**config.mk**
```make
export PLATFORM = sky130hd
export DESIGN_NAME = mau_reduce
export DESIGN_NICKNAME = d
export VERILOG_FILES = /design/src/hw/rtl/mau_pkg.sv /design/src/hw/rtl/mau_reduce.sv
export SDC_FILE = /design/constraint.sdc
export NUM_CORES = 1
export LEC_CHECK = 0
export ABC_AREA = 1
export BUFFER_PORTS_ARGS = -buffer_cell sky130_fd_sc_hd__buf_2
export CAP_MARGIN = 20
export CORE_ASPECT_RATIO = 0.9
export CORE_MARGIN = 2
export CORE_UTILIZATION = 34
export DETAILED_ROUTE_END_ITERATION = 10
export PLACE_DENSITY_LB_ADDON = 0.1
export SYNTH_ARGS = -nofsm -noshare
export SYNTH_HDL_FRONTEND = slang
export SYNTH_SLANG_ARGS = --single-unit
```
**constraint.sdc**
```tcl
create_clock -name clock -period 2.8 [get_ports clock]
set_input_delay 0.14 -clock clock [delete_from_list [all_inputs] [get_ports clock]]
set_output_delay 0.14 -clock clock [all_outputs]
set_load 0.01 [all_outputs]
```
**src/hw/rtl/mau_pkg.sv**
```systemverilog
// mau_pkg: shared constants and types of the modular arithmetic unit
// no dependencies; used by mau_reduce and modular_arithmetic_unit
package mau_pkg;

   localparam int DATA_WIDTH_DEF = 63;

   typedef enum logic [1:0] {
      MODE_ADD = 2'd0,
      MODE_SUB = 2'd1,
      MODE_MUL = 2'd2,
      MODE_DIV = 2'd3
   } mode_type;

endpackage

```
**src/hw/rtl/mau_reduce.sv**
```systemverilog
// mau_reduce: bit-serial reduction of one operand modulo m, msb first
// depends on mau_pkg for the default width
module mau_reduce #(
   parameter int DATA_WIDTH = mau_pkg::DATA_WIDTH_DEF
) (
   input  logic                  clock,
   input  logic                  reset,
   input  logic                  start,
   input  logic [DATA_WIDTH-1:0] value,
   input  logic [DATA_WIDTH-1:0] modulus,
   output logic                  busy,
   output logic [DATA_WIDTH-1:0] remainder
);

   localparam int W  = DATA_WIDTH;
   localparam int CW = $clog2(W);

   logic [W-1:0]  val_ff, val_in;
   logic [W-1:0]  rem_ff, rem_in;
   logic [CW-1:0] cnt_ff, cnt_in;
   logic          busy_ff, busy_in;
   logic [W:0]    rem_next;

   always_comb begin
      val_in   = val_ff;
      rem_in   = rem_ff;
      cnt_in   = cnt_ff;
      busy_in  = busy_ff;
      rem_next = {rem_ff, val_ff[W-1]};
      if (start) begin
         val_in  = value;
         rem_in  = '0;
         cnt_in  = '0;
         busy_in = 1'b1;
      end else if (busy_ff) begin
         // shift in one bit, subtract m once when it fits
         if (rem_next >= {1'b0, modulus}) begin
            rem_next = rem_next - {1'b0, modulus};
         end
         rem_in = rem_next[W-1:0];
         val_in = {val_ff[W-2:0], 1'b0};
         cnt_in = cnt_ff + 1'b1;
         if (cnt_ff == CW'(W - 1)) begin
            busy_in = 1'b0;
         end
      end
   end

   always_ff @(posedge clock) begin
      if (reset) begin
         busy_ff <= 1'b0;
         cnt_ff  <= '0;
      end else begin
         busy_ff <= busy_in;
         cnt_ff  <= cnt_in;
      end
      val_ff <= val_in;
      rem_ff <= rem_in;
   end

   assign busy      = busy_ff;
   assign remainder = rem_ff;

endmodule

```
# Word-level counts from Yosys, hierarchy flattened
# Index checks and enable logic that the tools add are counted.
dict set report op_classes {
  addsub 2
  reduce_logical 2
  n_eq_ne 1
  order_cmp 1
  n_mux 6
}
# cell n
set op_table {}
lappend op_table {{63-bit two-way mux} 3}
lappend op_table {{64-bit by 63-bit >= comparator with 1-bit output} 1}
lappend op_table {{63-bit subtractor} 1}
lappend op_table {{6-bit by 1-bit adder with 6-bit output, second input constant} 1}
lappend op_table {{6-bit == test, second input constant} 1}
lappend op_table {{1-bit two-way mux} 3}
lappend op_table {{2-bit nonzero test} 1}
lappend op_table {{2-bit OR reduction} 1}
dict set report word_totals {
  inputBits 129
  out_inout_bits 64
  word_cells 16
  register_bits 133
}

# Longest topological paths before layout
# Gate-level depths: netlist (run 1).
dict set report logic_depth {
  depth_word 4
  depth_mapped 19
  ltp_nobuf 18
}

# Least setup slack after synthesis (run 1)
# OpenSTA, ideal clock, no wires.
dict set report synth_timing {
  path_type {reg-to-reg}
  start {register busy_ff, in the netlist busy}
  end {register val_ff[0], enable pin}
  path_stages_with_launch 4
  period_less_slack_ps 3100
  setup_time_ps 452
  path_slack_ps -300
  path_buffers 1
  t_arrival_ps 2647
  cell_sequence {dfxtp_1 -> nor2_1 -> inv_1 -> clkbuf_1}
}
dict set report synth_between {
  elab_chain_cells 1
}
# item line_no
set synth_lines {}
lappend synth_lines {{from (decl)} mau_reduce.sv:21} ;# logic busy_ff, busy_in;
lappend synth_lines {{from (signal assigned)} mau_reduce.sv:54} ;# busy_ff <= busy_in;
lappend synth_lines {{2-bit nonzero test (no line)} -}
lappend synth_lines {{to (signal assigned)} mau_reduce.sv:57} ;# val_ff <= val_in;
lappend synth_lines {{to (decl)} mau_reduce.sv:18} ;# logic [W-1:0] val_ff, val_in;
# Every way passes these cells.
# A chain may end at the register's enable or synchronous reset.

# Worst setup path in the final report (run 1)
dict set report layout_timing {
  start {register rem_ff[18], in the netlist remainder[18]}
  end {register rem_ff[37], in the netlist remainder[37]}
}
dict set report layout_between {
  elab_chain_cells 2
}
# item line_no
set layout_lines {}
lappend layout_lines {{from (decl)} mau_reduce.sv:19} ;# logic [W-1:0] rem_ff, rem_in;
lappend layout_lines {{from (signal assigned)} mau_reduce.sv:58} ;# rem_ff <= rem_in;
lappend layout_lines {{63-bit subtractor / 64-bit by 63-bit >= comparator with 1-bit output (equally long branches)} {mau_reduce.sv:38, mau_reduce.sv:37}}
lappend layout_lines {{63-bit two-way mux (*)} mau_reduce.sv:37} ;# if (rem_next >= {1'b0, modulus}) begin
# Every way passes the cells marked *; elsewhere a longest branch is shown, timed or not.

==> results of run 1 <==
[state kept, by name (all words and copies together), names as in the netlist]
| register | cells |
|---|---|
| val_ff | 63 |
| remainder | 63 |
| cnt_ff | 6 |
| busy | 1 |
[metal layers]
layer | up-vias | track usage | part of all wire
met5 | - | 0 | 0.00048
met4 | 4 | 0.06307 | 0.016
met3 | 43 | 0.04378 | 0.060
met2 | 333 | 0.3633 | 0.42
met1 | 5893 | 0.3446 | 0.51
li1 | 6914 | - | -
[power by group through the flow]
stage	clock [mW]	combinational, mW	sequential (mW)
final	2.37	0.718	2.19
after global routing	2.50	0.810	2.20
after CTS	2.43	0.715	2.19
after detailed placement	0	0.643	2.23
after global placement	0	0.646	2.23
after floorplan	0	0.396	2.22
[what timing repair did]
action	in CTS	in global routing
resized for setup	0	5
setup buffers	0	2
hold buffers	64	0
hold endpoints to repair	65	0
endpoints found under the setup margin	0	43
[placed cells by master, fill, tap and decap left out, types with 19 or more instances in the layout]
cell type / count
dfxtp_1: 70
inv_2: 19
nor2_1: 97
ha_1: 65
inv_1: 447
o21ai_1: 25
a21oi_1: 47
nand3b_1: 25
buf_2: 192
nand2_1: 959
xnor2_1: 27
buf_4: 27
dlygate4sd3_1: 64
nand3_1: 160
edfxtp_1: 63
[final timing paths]
kind / start / endpoint / slack, ns / depth (start not counted)
setup reg to reg: remainder[18] / remainder[37] / 0.20 / 12
hold / removal: modulus[0] / remainder[0] / 0.14 / 5
hold reg to reg: cnt_ff[5] / cnt_ff[5] / 0.47 / 2
setup / recovery: remainder[18] / remainder[37] / 0.20 / 12
[worst max-delay path, cell delays in order, from the launching register on]
cell	delay, ns
dfxtp_1	0.33
ha_1	0.35
nand2_1	0.12
nor2_1	0.28
nand2_1	0.26
nor2_1	0.14
nand2_1	0.06
nand3b_1	0.28
nand3_1	0.31
nand3_1	0.16
nand3_1	0.11
nand2_1	0.08
nand2_1	0.04
[cell families after synthesis]
kind of cell / count (synthesis)
simple gates: 1296
buf+inv: 513
flops: 133
compound gates: 90
fa+ha+maj: 66
xor+xnor: 31
[final cells by class]
class | instances | share of cell area
flip-flops and latches | 133 | 0.2183
well taps | 469 | 0.03890
clock inverters | 14 | 0.01095
repair buffers | 290 | 0.1272
diodes | 1 | 0.0001659
inverters | 469 | 0.1168
multi-input cells | 1484 | 0.4593
clock buffers | 18 | 0.02845
==> metrics.yaml, run 1 <==
power:
  internal_power_mw: 3.784
  p_leak_nw: 8.999
  power_mw: 5.273
  power_switching_mw: 1.489
  clkPwrFrac: 0.449
  ir_drop_v: 0.0004253
  powerDensity_mw_per_mm2: 349.6
  p_sw_frac: 0.2824
  p_comb_frac: 0.136
  p_seq_frac: 0.415
drt:
  firstDrtPassIters: 7
  dr_total_vias: 13187
  routed_wl_um: 44070
  drc_errors: 0
  post_drt_wl_per_cell_um: 15.31
  drtIter0Drc: 952
  viasPerCell: 4.582
  ant_nets: 0
synthesis:
  synth_fa_ha_area_frac: 0.06838
  seq_area_frac_synth: 0.2702
  synth_compound_area_frac: 0.03799
  async_flop_share: 0
  ys_types: 38
  syn_area_sq_mm: 0.01219
  yosysMostFrequentCell: "nand2_1"
  synth_top_area_frac: 0.2957
  synthFlopType: "dfxtp_1"
  synthMuxAreaShare: 0
  yosys.area.top_type: "nand2_1"
  synthCells: 2129
  yosys.area_share.simple: 0.4373
  yosysWarnings: 0
  syn_area_per_cell_sq_um: 5.724
  synth_fp_nets: 2324
  synthTopCellsByArea: "nand2_1 30%, edfxtp_1 16%, inv_1 14%, dfxtp_1 11%, ha_1 6.7%"
  synth_top_family_by_area: "simple AND/OR/NAND/NOR gates"
  synth_xor_xnor_area_share: 0.02228
  ys_seq_elements: 133
  synth_common_cells: "960 x nand2_1, 448 x inv_1, 160 x nand3_1, 99 x nor2_1, 70 x dfxtp_1"
  synth-edff-count: 63
place:
  hpwl_um: 35240
  place_inst: 2778
  pre_cts_slack_ns: 0.1722
  portBuffers: 192
  globalplace.congestion: 0.9913
  dpl-instance-area_sq_mm: 0.01379
clock_network:
  clk_pin_slew_ns: 0.08
  cts_htree_levels: 4
  clockBufferDepth: 2
  insertion_delay_ns: 0.46
  cts_sinks: 133
  cts_made_buffers: 17
  cts_tree: "done"
  root_buffer: "clkbuf_16"
final_layout:
  n_fill_cell: 3910
  regArea_sq_mm: 0.003293
  fin_nets: 2590
  multi_input_area_sq_mm: 0.006928
  drive_above_1_share: 0.1275
  syn_to_final_growth_pct: 23.78
  stdcell_count: 2878
  fin_util: 0.4284
  final_area_sq_mm: 0.01508
outcome:
  outcome: "finished clean"
floorplan:
  die_w_um: 203.6
  die_area_sq_mm: 0.03738
  start_util: 0.3461
  ios: 193
  coreArea_sq_mm: 0.03522
  core.rowCount: 65
  die_y_um: 183.6
sta:
  layout_min_cycle_time_ns: 2.604
  tightest_slew_ns: 1.014
  rsz0062_at_grt: "no"
  maxSlewViolCount: 0
  finClkSkew_ns: 0.01914
  setup_viol: 0
  hold_viol_final: 0
  clock.fmax_ghz: 0.3840
  holdWs_ns: 0.1372
  post-route-period-util: 0.9301
  max_slew_margin: 0.3233
  final.setup.tns_ns: 0
  final_critical_path_setup_slack_ns: 0.1957
global_routing:
  grt_max_degree: 64
  grt_pass1_vias: 12622
  grt_usage: 0.2387
  gr-total-overflow: 0
  grt_pass1_wl_um: 68790
  antenna_found_initial: 4
setup_path:
  crit_type: "register to register"
  path_max_fanout: 4
  critPathRequiredTime_ns: 3.16
  cp.arrival_ns: 2.97
  critPathLaunchType: "register"
  crit_path_end_kind: "register"
worst_hold_path:
  holdCritPathClass: "input pin to register"
run:
  max-cap-violations: 0
(Power assumes the default switching activity.)
==> run 2: changes to the inputs <==
--- a/config.mk
+++ b/config.mk
@@ -8,7 +8,6 @@
 export ABC_AREA = 1
 export BUFFER_PORTS_ARGS = -buffer_cell sky130_fd_sc_hd__buf_2
 export CAP_MARGIN = 20
-export CORE_ASPECT_RATIO = 0.9
 export CORE_MARGIN = 2
 export CORE_UTILIZATION = 34
 export DETAILED_ROUTE_END_ITERATION = 10
==> run 2 against run 1 <==
Final cell count down 0.38%; non-clock buffer count fell by 4; register-to-register slack improved by 0.03 ns; global-route usage fell by 0.33 points; design area shrank 0.50%; largest cell class unchanged; largest power group unchanged.
==> metrics.yaml, run 2 (synthesis results as in run 1) <==
outcome:
  outcome: "finished clean"
run:
  max-cap-violations: 0
floorplan:
  start_util: 0.3443
  die_y_um: 193.3
  coreArea_sq_mm: 0.03540
  ios: 193
  die_area_sq_mm: 0.03737
  die_w_um: 193.3
  core.rowCount: 69
clock_network:
  clk_pin_slew_ns: 0.06
  cts_tree: "done"
  cts_sinks: 133
  insertion_delay_ns: 0.45
  root_buffer: "clkbuf_16"
  cts_made_buffers: 17
  clockBufferDepth: 2
  postCtsSetupBuffers: 0
  cts_htree_levels: 4
sta:
  post-route-period-util: 0.9189
  final.setup.tns_ns: 0
  tightest_slew_ns: 0.5714
  maxSlewViolCount: 0
  max_slew_margin: 0.6191
  hold_viol_final: 0
  finClkSkew_ns: 0.01405
  rsz0062_at_grt: "no"
  clock.fmax_ghz: 0.3887
  setup_viol: 0
  layout_min_cycle_time_ns: 2.573
drt:
  dr_total_vias: 13000
  ant_nets: 0
  firstDrtPassIters: 5
  viasPerCell: 4.534
  post_drt_wl_per_cell_um: 15.25
  drtIter0Drc: 960
  drc_errors: 0
  routed_wl_um: 43720
power:
  p_seq_frac: 0.429
  p_comb_frac: 0.141
  ir_drop_v: 0.0004197
  p_sw_frac: 0.2831
  p_leak_nw: 8.942
  internal_power_mw: 3.664
  powerDensity_mw_per_mm2: 340.5
  clkPwrFrac: 0.431
  power_switching_mw: 1.447
worst_hold_path:
  holdCritPathClass: "input pin to register"
setup_path:
  path_max_fanout: 40
  critPathRequiredTime_ns: 3.15
  crit_chain: "inv_1 -> ha_1 -> fa_1 -> inv_1 -> nand2_1 -> nand2_1 -> nand3_1 -> nand2_2 -> nand2_1 -> nand2_2 -> nand2_2 -> nand3_2 -> nand2_4 -> nand2_8 -> buf_12 -> nand3_1 -> nand2_1 -> nand2_1"
  crit_path_end_kind: "register"
  critPathLaunchType: "register"
  slowest_delay_ns: 0.40
  cp.arrival_ns: 2.92
  cp_num_buf_inv: 3
  crit_top_cell: "nand2_1"
  critical_path.top_delay_family: "simple AND/OR/NAND/NOR gates"
  slowest_stage: "fa_1"
  crit_type: "register to register"
final_layout:
  layout_commonest_cell: "nand2_1"
  fin_nets: 2585
  mostFrequentLayoutCells: "960 x nand2_1, 447 x inv_1, 192 x buf_2"
  fin_util: 0.4240
  syn_to_final_growth_pct: 23.16
  drive_above_1_share: 0.1236
global_routing:
  grt_usage: 0.2355
  antenna_found_initial: 6
  grt_pass1_wl_um: 69220
  grt_pass1_vias: 12713
  grt_max_degree: 64
  gr-total-overflow: 0
place:
  hpwl_um: 35280
  portBuffers: 192
  globalplace.congestion: 0.9984
[run 2: final cells by class]
cell class              count  area [sq um]
fillers                  3931         20390
multi-input cells        1483          6912
flip-flops and latches    133          3293
repair buffers            286          1916
inverters                 469          1762
well taps                 461         576.8
clock buffers              19         432.9
clock inverters            13         110.1
diodes                      3         7.507
[run 2: worst paths after layout]
kind / startpoint / end / slack [ns] / cells past startpoint
worst min-delay path: value[51] / val_ff[51] / 0.01 / 3
worst min register to register: cnt_ff[5] / cnt_ff[5] / 0.48 / 2
worst max-delay path: val_ff[62] / remainder[52] / 0.23 / 18
worst max register to register: val_ff[62] / remainder[52] / 0.23 / 18
[run 2: timing repair]
action                                 in CTS  in global routing
endpoints found under the hold margin      64                  0
gates resized for setup                     0                  1
hold buffers                               63                  0
setup endpoints to repair                   0                  3
[run 2: stage by stage]
| stage | instance area [sq um] | hold WS [ns] | instances | power, mW | setup WS, ns |
|---|---|---|---|---|---|
| 2_1_floorplan | 12190 | 0.2170 | 2129 | 2.620 | 0.6200 |
| 3_3_place_gp | 13800 | 0.3450 | 2768 | 2.876 | 0.2477 |
| 3_5_place_dp | 13800 | 0.3498 | 2768 | 2.879 | 0.2034 |
| 4_1_cts | 14980 | 0.005206 | 2863 | 5.154 | 0.1949 |
| 5_1_grt | 15000 | 0.004511 | 2864 | 5.341 | 0.02151 |
| 6_report | 15010 | 0.009837 | 2867 | 5.110 | 0.2272 |
[run 2: per-layer routing]
layer	part of all wire	vias to the layer above	global-route usage	wire (um)
li1	-	6909	-	-
met1	0.48	5695	0.3224	21120
met2	0.44	345	0.3754	19060
met3	0.061	45	0.05056	2675
met4	0.019	6	0.06135	833
met5	0.00078	-	0	34
[run 2: worst min-delay path, stage by stage]
cell and delay (ns):
buf_2 0.07, nand2_1 0.04, nand2_1 0.08
[run 2: power groups by stage]
stage                     logic [mW]  registers [mW]  clock network (mW)
final                          0.720            2.19                2.20
after global routing           0.815            2.20                2.33
after CTS                      0.717            2.19                2.25
after detailed placement       0.649            2.23                   0
after global placement         0.649            2.23                   0
after floorplan                0.396            2.22                   0
